==> config.mk <==
export PLATFORM = sky130hd
export DESIGN_NAME = lep_ctrl
export DESIGN_NICKNAME = d
export VERILOG_FILES = /design/src/rtl/core/lep_pkg.sv /design/src/rtl/core/lep_ctrl.sv
export SDC_FILE = /design/constraint.sdc
export NUM_CORES = 1
export LEC_CHECK = 0
export ABC_AREA = 1
export BUFFER_PORTS_ARGS = -buffer_cell sky130_fd_sc_hd__buf_2
export CAP_MARGIN = 15
export CORE_AREA = 3 3 79 81
export CTS_CLUSTER_SIZE = 12
export DETAILED_ROUTE_END_ITERATION = 6
export DIE_AREA = 0 0 82 84
export GPL_TIMING_DRIVEN = 0
export PLACE_DENSITY_LB_ADDON = 0.25
export SLEW_MARGIN = 20
export SYNTH_ARGS = -nofsm -noshare
export SYNTH_HDL_FRONTEND = slang
export SYNTH_SLANG_ARGS = --single-unit
==> constraint.sdc <==
create_clock -name i_clk -period 1.8 [get_ports i_clk]
set_clock_uncertainty 0.15 [all_clocks]
set_input_delay 0.09 -clock i_clk [delete_from_list [all_inputs] [get_ports i_clk]]
set_output_delay 0.09 -clock i_clk [all_outputs]
set_load 0.02 [all_outputs]
==> src/rtl/core/lep_pkg.sv <==
// Shared constants, command and status types for the Lyapunov exponent point core.
// Used by lep_ctrl, lep_dp and lyapunov_exponent_point_core; no dependencies.
`default_nettype none
package lep_pkg;

    localparam int ROUNDS      = 1000;
    localparam int MAX_PATTERN = 16;

    localparam logic [31:0] X_START = 32'd214748365;
    localparam logic [31:0] ONE_Q31 = 32'h8000_0000;
    localparam logic [31:0] LN2_Q32 = 32'hB172_17F8;
    localparam logic [63:0] LOG_BIAS_64 =
        (((64'd60 << 24) * 64'hB172_17F8) + (64'd1 << 31)) >> 32;
    localparam logic [31:0] LOG_BIAS = LOG_BIAS_64[31:0];

    localparam int SQR_STEPS = 24;
    localparam int DIV_W     = $clog2(ROUNDS * MAX_PATTERN + 1);
    localparam int SUM_W     = 32 + $clog2(ROUNDS * MAX_PATTERN + 1);
    localparam int CNT_W     = $clog2(SUM_W);
    localparam int RND_W     = $clog2(ROUNDS + 1);

    localparam logic [2:0] CFG_A_LOW   = 3'd0;
    localparam logic [2:0] CFG_A_STEP  = 3'd1;
    localparam logic [2:0] CFG_B_LOW   = 3'd2;
    localparam logic [2:0] CFG_B_STEP  = 3'd3;
    localparam logic [2:0] CFG_C_LOW   = 3'd4;
    localparam logic [2:0] CFG_C_STEP  = 3'd5;
    localparam logic [2:0] CFG_PATTERN = 3'd6;
    localparam logic [2:0] CFG_LENGTH  = 3'd7;

    typedef enum logic [3:0] {
        OP_NONE,
        OP_LOAD,
        OP_P,
        OP_X,
        OP_M,
        OP_NORM_HI,
        OP_NORM_LO,
        OP_SQR,
        OP_SCALE,
        OP_ACC,
        OP_DIV_INIT,
        OP_DIV,
        OP_OUT
    } t_op;

    typedef struct packed {
        t_op        op;
        logic [1:0] sel;
        logic [4:0] len;
    } t_cmd;

    typedef struct packed {
        logic m_zero;
    } t_stat;

endpackage
`default_nettype wire

==> src/rtl/core/lep_ctrl.sv <==
// Sequencer for the Lyapunov exponent point core: loop counters and datapath commands.
// Depends on lep_pkg.
`default_nettype none
module lep_ctrl (
    input  wire logic            i_clk,
    input  wire logic            i_rst_n,
    input  wire logic            i_start,
    input  wire logic [31:0]     i_pattern,
    input  wire logic [4:0]      i_length,
    input  wire lep_pkg::t_stat  i_stat,
    output lep_pkg::t_cmd        o_cmd,
    output logic                 o_busy
);

    typedef enum logic [3:0] {
        S_IDLE, S_P, S_X, S_M, S_NHI, S_NLO, S_SQR, S_SCALE, S_ACC,
        S_DINIT, S_DIV, S_OUT
    } t_state;

    t_state                     r_state, n_state;
    logic [3:0]                 r_k, n_k;
    logic [lep_pkg::RND_W-1:0]  r_round, n_round;
    logic [lep_pkg::CNT_W-1:0]  r_cnt, n_cnt;
    logic [4:0]                 len;
    logic                       last_step;
    logic                       last_round;

    always_comb begin
        if (i_length == 5'd0) begin
            len = 5'd1;
        end else if (i_length > 5'(lep_pkg::MAX_PATTERN)) begin
            len = 5'(lep_pkg::MAX_PATTERN);
        end else begin
            len = i_length;
        end
        last_step  = ({1'b0, r_k} == (len - 5'd1));
        last_round = (r_round == lep_pkg::RND_W'(lep_pkg::ROUNDS - 1));

        o_cmd.op  = lep_pkg::OP_NONE;
        o_cmd.sel = i_pattern[{r_k, 1'b0} +: 2];
        o_cmd.len = len;
        n_state   = r_state;
        n_k       = r_k;
        n_round   = r_round;
        n_cnt     = r_cnt;

        case (r_state)
            S_IDLE: begin
                if (i_start) begin
                    o_cmd.op = lep_pkg::OP_LOAD;
                    n_k      = 4'd0;
                    n_round  = '0;
                    n_state  = S_P;
                end
            end
            S_P: begin
                o_cmd.op = lep_pkg::OP_P;
                n_state  = S_X;
            end
            S_X: begin
                o_cmd.op = lep_pkg::OP_X;
                n_state  = S_M;
            end
            S_M: begin
                o_cmd.op = lep_pkg::OP_M;
                n_state  = S_NHI;
            end
            S_NHI: begin
                o_cmd.op = lep_pkg::OP_NORM_HI;
                n_state  = S_NLO;
            end
            S_NLO: begin
                o_cmd.op = lep_pkg::OP_NORM_LO;
                n_cnt    = '0;
                n_state  = S_SQR;
            end
            S_SQR: begin
                o_cmd.op = lep_pkg::OP_SQR;
                n_cnt    = r_cnt + 1'b1;
                if (r_cnt == lep_pkg::CNT_W'(lep_pkg::SQR_STEPS - 1)) begin
                    n_state = S_SCALE;
                end
            end
            S_SCALE: begin
                o_cmd.op = lep_pkg::OP_SCALE;
                n_state  = S_ACC;
            end
            S_ACC: begin
                o_cmd.op = lep_pkg::OP_ACC;
            end
            S_DINIT: begin
                o_cmd.op = lep_pkg::OP_DIV_INIT;
                n_cnt    = '0;
                n_state  = S_DIV;
            end
            S_DIV: begin
                o_cmd.op = lep_pkg::OP_DIV;
                n_cnt    = r_cnt + 1'b1;
                if (r_cnt == lep_pkg::CNT_W'(lep_pkg::SUM_W - 1)) begin
                    n_state = S_OUT;
                end
            end
            S_OUT: begin
                o_cmd.op = lep_pkg::OP_OUT;
                n_state  = S_IDLE;
            end
            default: begin
                n_state = S_IDLE;
            end
        endcase

        // A zero derivative skips the logarithm; either way the step ends here.
        if ((r_state == S_ACC) || ((r_state == S_NHI) && i_stat.m_zero)) begin
            if (last_step) begin
                n_k = 4'd0;
                if (last_round) begin
                    n_state = S_DINIT;
                end else begin
                    n_round = r_round + 1'b1;
                    n_state = S_P;
                end
            end else begin
                n_k     = r_k + 4'd1;
                n_state = S_P;
            end
        end
    end

    always_ff @(posedge i_clk) begin
        if (!i_rst_n) begin
            r_state <= S_IDLE;
            r_k     <= 4'd0;
            r_round <= '0;
            r_cnt   <= '0;
        end else begin
            r_state <= n_state;
            r_k     <= n_k;
            r_round <= n_round;
            r_cnt   <= n_cnt;
        end
    end

    assign o_busy = (r_state != S_IDLE);

endmodule
`default_nettype wire

# [After elaboration in Yosys (flattened, before gate mapping)]
# Index checks and enable logic that the tools add are counted.
[op_classes] n_eq_ne=19 n_lt_le_gt_ge=1 muxes=21 shift=1 n_reduce_logical=12 add_sub_neg=4
[op_table] operator="2-to-1 mux 10 bit" count=5
[op_table] operator="case mux 4 bit (12 select lines)" count=1
[op_table] operator="case mux 4 bit (11 select lines)" count=1
[op_table] operator="2-to-1 mux 4 bit" count=10
[op_table] operator="indexed part select 32 x 6 -> 2 bit" count=1
[op_table] operator="equality test 4 x 3 -> 1 bit, second input constant" count=4
[op_table] operator="equality test 4 bit, second input constant" count=4
[op_table] operator="case mux 6 bit (2 select lines)" count=1
[op_table] operator="adder 10 x 1 -> 10 bit, second input constant" count=1
[op_table] operator="equality test 10 bit, second input constant" count=1
[op_table] operator="2-to-1 mux 5 bit" count=2
[op_table] operator="inequality test 3 bit, second input constant" count=3
[op_table] operator="equality test 4 x 2 -> 1 bit, second input constant" count=2
[op_table] operator="adder 6 x 1 -> 6 bit, second input constant" count=1
[op_table] operator="equality test 6 x 5 -> 1 bit, second input constant" count=1
[op_table] operator="equality test 6 bit, second input constant" count=1
[op_table] operator="nonzero test 2 bit" count=3
[op_table] operator="equality test 4 x 5 -> 1 bit" count=1
[op_table] operator="greater-than comparator 5 bit, second input constant" count=1
[op_table] operator="zero test 5 bit" count=1
[op_table] operator="subtractor 5 x 1 -> 5 bit, second input constant" count=1
[op_table] operator="adder 4 x 1 -> 4 bit, second input constant" count=1
[op_table] operator="equality test 4 x 1 -> 1 bit, second input constant" count=1
[op_table] operator="zero test 4 bit" count=1
[op_table] operator="8 further kinds" count=9
[totals] in_bits=41 output_inout_bits=12 regBits=24

# [Depth between registers and ports, before layout]
# Gate-level depths: netlist of the first run.
[depth] ltp_word=7 ltp_mapped=16 mapped_depth_nobuf=16

# [Least setup slack after synthesis of the first run]
# Ideal clock, no wire load.
[synth_timing] path_type="input port to flip-flop" start="in i_length[1]" end="reg r_round[0] (netlist bit)" t_arrival_ns=1.590 path_slack_ns=-0.068 cell_stages=15 setup_ns=0.128 path_buffers=0 required_ns=1.522 cell_sequence="nor2_1 nand2_2 nand2_2 nand2_2 ha_1 nand2_1 nand3_1 nor2_1 nand3_2 nor2_4 nand3_2 nor2_4 nand3_1 nand2_1 nor2_1"
[synth_via] elab_chain_len=7 word_cells_on_any_way=8 classes_between="add/sub: 1; order compare: 1; eq/ne: 1; mux: 4; reduce/logical: 1"
[synth_rtl] item="from (decl)" line="lep_ctrl.sv:9" source="input wire logic [4:0] i_length,"
[synth_rtl] item="greater-than comparator 5 bit" line="lep_ctrl.sv:31" source="end else if (i_length > 5'(lep_pkg::MAX_PATTERN)) begin"
[synth_rtl] item="2-to-1 mux 5 bit" line="lep_ctrl.sv:31"
[synth_rtl] item="2-to-1 mux 5 bit (*)" line="lep_ctrl.sv:29" source="if (i_length == 5'd0) begin"
[synth_rtl] item="subtractor 5 x 1 -> 5 bit (*)" line="lep_ctrl.sv:36" source="last_step = ({1'b0, r_k} == (len - 5'd1));"
[synth_rtl] item="equality test 4 x 5 -> 1 bit (*)" line="lep_ctrl.sv:36"
[synth_rtl] item="2-to-1 mux 10 bit (*)" line="lep_ctrl.sv:114" source="if (last_step) begin"
[synth_rtl] item="2-to-1 mux 10 bit (*)" line="lep_ctrl.sv:113" source="if ((r_state == S_ACC) || ((r_state == S_NHI) && i_stat.m_zero)) begin"
[synth_rtl] item="to (signal assigned)" line="lep_ctrl.sv:138" source="r_round <= n_round;"
[synth_rtl] item="to (decl)" line="lep_ctrl.sv:22" source="logic [lep_pkg::RND_W-1:0] r_round, n_round;"
# Every way passes the cells marked *; elsewhere a longest branch is shown, timed or not.
# A chain may end at the register's enable or synchronous reset.

==> impl_metrics.csv, run 1 <==
group,metric,value,unit
global_route,grt-ovfl-total,0,
floorplan,row_count,27,
cells_and_area,drive_above_1_share,37.2,%
setup_path,critPathMaxFanout,6,
setup_path,r2r_slack,0.04,ns
sta,rsz0062_at_grt,"yes",
sta,hold_violations,0,
outcome,status,"completed",
power,ir_worst_vdd,0.000393,V
cts,cts-root-buf,"clkbuf_8",
routing,num_vias,2325,
synth,ys_seq_area_share,24.5,%
synth,synthFlopType,"dfxtp_1",
cts,path_clk_slew,0.10,ns
routing,drc,0,
setup_path,r2r-start,"r_k[2]",
min_path,hold_end,"r_state[2]",
sta,period_share,99.8,%
synth,yosysTopAreaCell,"dfxtp_1",
cts,cts_buffer_depth,2,
cells_and_area,fin_util,51.6,%
synth,syn_nets,372,
setup_path,cp_slowest_stage_delay,0.34,ns
synth,synth_cell_type_count,35,
cts,numClockSinks,24,
floorplan,core_area,5540,sq um
place,place.gp.congestion,0.806,
floorplan,initial_core_util,35.4,%
place,io_buffers,52,
routing,routed_via_density,4.92,
power,power.total,1.45,mW
floorplan,ios,53,
synth,synth_area_per_cell,6.01,sq um
place,dp_hpwl,3.95,mm
setup_path,cp.required,1.56,ns
global_route,grt_max_degree,15,
power,p_int,1.01,mW
sta,setup-violations-final,0,
place,dpl.cell_count,450,
synth,yosys-top-cells-count,"68 x nand2_1, 45 x inv_1, 43 x nor2_1, 27 x o21ai_0, 24 x dfxtp_1",
routing,routed_wl,5.71,mm
min_path,hold_path.class,"in2reg",
sta,worst_pin_slew,0.519,ns
setup_path,rr_worst_depth,10,
setup_path,path_cells,"buf_8 > buf_6 > o21ai_0 > o221ai_2 > nand3_1 > nand2_1 > buf_6",
power,power_density,508,nW/um^2
routing,firstDrtPassIters,4,
cells_and_area,diodes,0,
setup_path,path_common_cell,"buf_6",
synth,syn_area,1960,sq um
cells_and_area,syn2layout_area_growth,46.0,%
synth,ys_seq_elements,24,
power,switchingPower,0.441,mW
cts,cts_tree,"built",
global_route,grt_pass1_vias,2098,
cells_and_area,instances_no_fill,473,
sta,fmax,556,MHz
global_route,gr-usage-all-layers,15.5,%
min_path,hold-path-cell-count,5,
synth,yosysTopAreaCellShare,24.5,%
setup_path,startpoint_type,"flip-flop",
cts,htree_levels,1,
synth,synth_edf_count,0,
setup_path,cp-end-kind,"output pin",
job,max_cap_viol_count,0,
power,clkPwrFrac,33.9,%
cts,cts_made_buffers,3,
routing,drt_iter0_drc,109,
global_route,grt_pass1_wl,8.90,mm
power,p_comb_share,28.2,%
floorplan,die_w,82,um
power,p_seq_share,37.9,%
synth,synthTopCellsByArea,"dfxtp_1 25%, nand2_1 13%, inv_1 8.6%",
cells_and_area,final_nets,448,
synth,yosysWarnings,0,
setup_path,cp_data_arrival_time,1.56,ns
synth,netlist_instances,326,
power,power.leakage,1.26,nW
routing,wl_per_cell,12.1,um
sta,max-slew-margin-rel,65.4,%
floorplan,die_area,6890,sq um
min_path,hold_start,"i_stat",
synth,yosys.cell_count.top_type,"nand2_1",
power,switching_share,30.3,%
setup_path,slowest_stage,"dfxtp_2",
setup_path,path_class,"reg2out",
routing,ant_nets,0,
synth,synthArstFlopShare,0,%
sta,maxSlewViolCount,0,
setup_path,reg2reg_to,"r_round[0]",
floorplan,die_y,84,um
sta,period_needed,1.80,ns
cts,insertion_delay,0.28,ns
global_route,antenna_found_initial,0,
[repair_timing]
action                     4_1_cts  5_1_grt
buffers inserted                 7        9
hold endpoints to repair         2        0
setup endpoints to repair       12       22
pin swaps                       16       27
cloned                           0        1
hold buffers                     2        0
resized for setup               29       58
[layer usage]
layer	up-vias	wire, um	track usage [%]
li1	1218	-	-
met3	2	317	2.59
met1	1050	2660	20.4
met5	-	0	0
met2	55	2720	27.0
met4	0	14	1.51
[cells by family (layout without fill, tap and decap cells)]
| kind of cell | count (synthesis) | after routing | synth area share (%) |
|---|---|---|---|
| flip-flops | 24 | 24 | 24.5 |
| buffers and inverters | 61 | 136 | 12.2 |
| AO/OA/AOI/OAI | 63 | 63 | 18.6 |
| XOR/XNOR | 5 | 5 | 2.23 |
| AND/OR/NAND/NOR | 168 | 168 | 39.3 |
| adder cells (fa/ha/maj) | 5 | 5 | 3.19 |
[power groups by stage]
stage | clock, mW | sequential [mW] | combinational [mW]
finish | 0.492 | 0.551 | 0.411
global route | 0.518 | 0.554 | 0.452
CTS | 0.500 | 0.549 | 0.354
detailed placement | 0 | 0.561 | 0.315
global placement | 0 | 0.561 | 0.313
floorplan | 0 | 0.560 | 0.201
[critical path: cells and delay by family, from the launching register on]
kind | cells | cell delay (ns)
flops | 1 | 0.34
compound gates | 2 | 0.39
simple gates | 2 | 0.15
buf+inv | 3 | 0.41
[final cells by class]
cell class | instances | area [sq um]
sequential | 24 | 485
fill | 575 | 2680
tap | 72 | 90.1
clock buffer | 3 | 41.3
inverter | 53 | 211
clock inverter | 1 | 30.0
timing repair inverter | 1 | 8.76
timing repair buffer | 70 | 465
multi-input combinational | 241 | 1440
buffer | 8 | 85.1
[cell usage in the layout (no fill, tap or decap), types with 7 or more instances in the layout]
master | netlist | final
nand2_1 | 68 | 65
buf_2 | 2 | 46
inv_1 | 45 | 44
nor2_1 | 43 | 32
dfxtp_1 | 24 | 20
nand3_1 | 22 | 19
o21ai_0 | 27 | 18
a21oi_1 | 15 | 13
buf_4 | 0 | 13
nor2_2 | 3 | 10
inv_2 | 8 | 8
buf_6 | 1 | 8
nand2_2 | 9 | 7
o21ai_2 | 1 | 7
o21ai_1 | 5 | 7
[flip-flops by register name (all words and copies together), names as in the netlist]
name	count
r_round	10
r_cnt	6
r_k	4
r_state	4
[per-stage QoR]
stage	hold WS (ns)	setup slack (ns)	setup TNS, ns	instance area [sq um]
floorplan	0.0607	-0.0486	-0.0716	1990
global route	0.191	-0.118	-0.786	2860
finish	0.143	0.00286	0	2860
CTS	0.232	0.0000239	0	2590
global placement	0.278	-0.393	-4.34	2340
detailed placement	0.266	-0.417	-4.74	2340
[worst max path at each step]
| stage | startpoint | end | slack (ns) |
|---|---|---|---|
| floorplan | i_length[3] | r_round[0] | -0.05 |
| global placement | i_length[3] | r_round[0] | -0.39 |
| detailed placement | i_length[3] | r_round[0] | -0.42 |
| CTS | i_length[3] | r_round[0] | 0.00002 |
| global route | i_length[0] | r_round[0] | -0.12 |
| finish | r_k[0] | o_cmd[6] | 0.003 |
Note: power is estimated with default switching activity, not from simulation.
==> run 2: changes to the inputs <==
Settings changed: CELL_PAD_IN_SITES_DETAIL_PLACEMENT set to 0, CELL_PAD_IN_SITES_GLOBAL_PLACEMENT set to 1.
Clock period 1.8 ns to 2.2 ns, I/O delays scaled along.
==> run 2 against run 1 <==
Net effect: combinational power down 40%; clock power down 19%; count of clock-buffer cells in the layout is the same; global-route usage up 0.38 points; setup slack better by 0.23 ns; critical endpoint is now o_cmd[5]; largest cell class unchanged.
==> impl_metrics.csv, run 2 (synthesized netlist as in run 1, its figures left out) <==
group,metric,value,unit
power,power.total,1.10,mW
routing,drt_iter0_drc,74,
cts,path_clk_slew,0.09,ns
sta,rsz0062_at_grt,"no",
cells_and_area,regMostFlops,"r_round",
floorplan,ios,53,
setup_path,critPathMaxFanout,10,
place,dp_hpwl,4.19,mm
cts,cts_tree,"built",
cts,cts_made_buffers,3,
cells_and_area,syn2layout_area_growth,21.5,%
global_route,grt_pass1_wl,9.03,mm
place,place.gp.congestion,0.819,
power,switchingPower,0.321,mW
power,power.leakage,1.09,nW
global_route,grt-ovfl-total,0,
setup_path,path_class,"reg2out",
cells_and_area,diodes,0,
cts,htree_levels,1,
sta,setup-violations-final,0,
routing,drc,0,
sta,hold_violations,0,
routing,num_vias,2164,
sta,setup_tns,0,ns
power,ir_worst_vdd,0.000199,V
power,p_seq_share,41.1,%
cells_and_area,postLayoutCellArea,2380,sq um
setup_path,cp.required,1.94,ns
cts,numClockSinks,24,
cells_and_area,final_common_cell,"nand2_1",
place,place_area,2310,sq um
power,p_int,0.774,mW
cells_and_area,final_nets,428,
floorplan,core_area,5540,sq um
setup_path,cp-end-kind,"output pin",
global_route,grt_max_degree,20,
setup_path,startpoint_type,"flip-flop",
sta,period_share,89.4,%
routing,routed_wl,5.23,mm
routing,ant_nets,0,
cts,insertion_delay,0.27,ns
routing,routed_via_density,4.78,
setup_path,cp_data_arrival_time,1.71,ns
place,io_buffers,52,
sta,period_needed,1.97,ns
sta,maxSlewViolCount,0,
floorplan,die_y,84,um
min_path,hold_path.class,"in2reg",
sta,max-slew-margin-rel,66.5,%
cts,cts_setup_buffers,0,
outcome,status,"completed",
routing,wl_per_cell,11.5,um
floorplan,die_area,6890,sq um
routing,firstDrtPassIters,4,
global_route,gr-usage-all-layers,15.9,%
cells_and_area,final_cell_mix,"68 x nand2_1, 54 x buf_2, 45 x inv_1",
job,max_cap_viol_count,0,
cells_and_area,largestRegisters,"r_round x10, r_cnt x6",
cells_and_area,largest_reg_flops,10,
power,clkPwrFrac,36.3,%
sta,fmax,508,MHz
floorplan,die_w,82,um
power,power_density,460,nW/um^2
floorplan,initial_core_util,35.4,%
power,switching_share,29.3,%
cells_and_area,drive_above_1_share,23.6,%
global_route,antenna_found_initial,0,
global_route,grt_pass1_vias,2065,
floorplan,row_count,27,
sta,worst_pin_slew,0.503,ns
cts,cts-root-buf,"clkbuf_8",
cts,cts_buffer_depth,2,
power,p_comb_share,22.6,%
[run 2: path summary, 6_finish.rpt]
path / endpoint / depth (start not counted) / from / slack [ns]
max: o_cmd[5] / 7 / r_k[0] / 0.23
min: r_round[1] / 3 / i_rst_n / 0.005
max reg2reg: r_round[0] / 10 / r_k[0] / 0.35
min reg2reg: r_cnt[0] / 2 / r_cnt[0] / 0.36
[run 2: power by group through the flow]
stage / logic, mW / registers [mW] / clock network [mW]
2_1_floorplan: 0.160 / 0.458 / 0
3_3_place_gp: 0.250 / 0.460 / 0
3_5_place_dp: 0.251 / 0.460 / 0
4_1_cts: 0.251 / 0.450 / 0.416
5_1_grt: 0.280 / 0.451 / 0.432
6_report: 0.247 / 0.450 / 0.398
[run 2: per-layer routing]
| metal | part of all wire [%] | vias up | wire length [um] | track usage, % |
|---|---|---|---|---|
| li1 | - | 1172 | - | - |
| met5 | 0 | - | 0 | 0 |
| met4 | 0.25 | 0 | 13 | 2.27 |
| met3 | 4.1 | 2 | 217 | 2.92 |
| met1 | 48 | 951 | 2530 | 21.2 |
| met2 | 47 | 39 | 2470 | 26.9 |
[run 2: stage by stage]
step | setup slack (ns) | cells | util (%) | hold slack, ns
after floorplan | 0.312 | 326 | - | 0.0807
after global placement | -0.0497 | 450 | 41.7 | 0.291
after detailed placement | -0.0605 | 450 | 41.7 | 0.307
after CTS | 0.0120 | 453 | 42.9 | 0.00728
after global routing | 0.0626 | 453 | 43.0 | 0.0363
final | 0.233 | 453 | 43.0 | 0.00476
[run 2: layout make-up]
cell class	count	area [sq um]
multi-input combinational	241	1240
tap	72	90.1
sequential	24	480
clock inverter	1	30.0
timing repair buffer	52	260
buffer	7	38.8
clock buffer	3	41.3
inverter	53	199
fill	631	3160
[run 2: critical path, cell delays in order, from the launching register on]
cell	delay, ns
dfxtp_1	0.34
buf_2	0.22
clkbuf_2	0.27
o21ai_0	0.12
o221ai_1	0.18
nand3_1	0.09
nand2_1	0.06
buf_2	0.16
[run 2: what timing repair did]
item	in CTS	in global routing
resized for setup	0	3
endpoints found under the hold margin	0	0
pin swaps	0	0
setup endpoints to repair	1	2
hold buffers	0	0
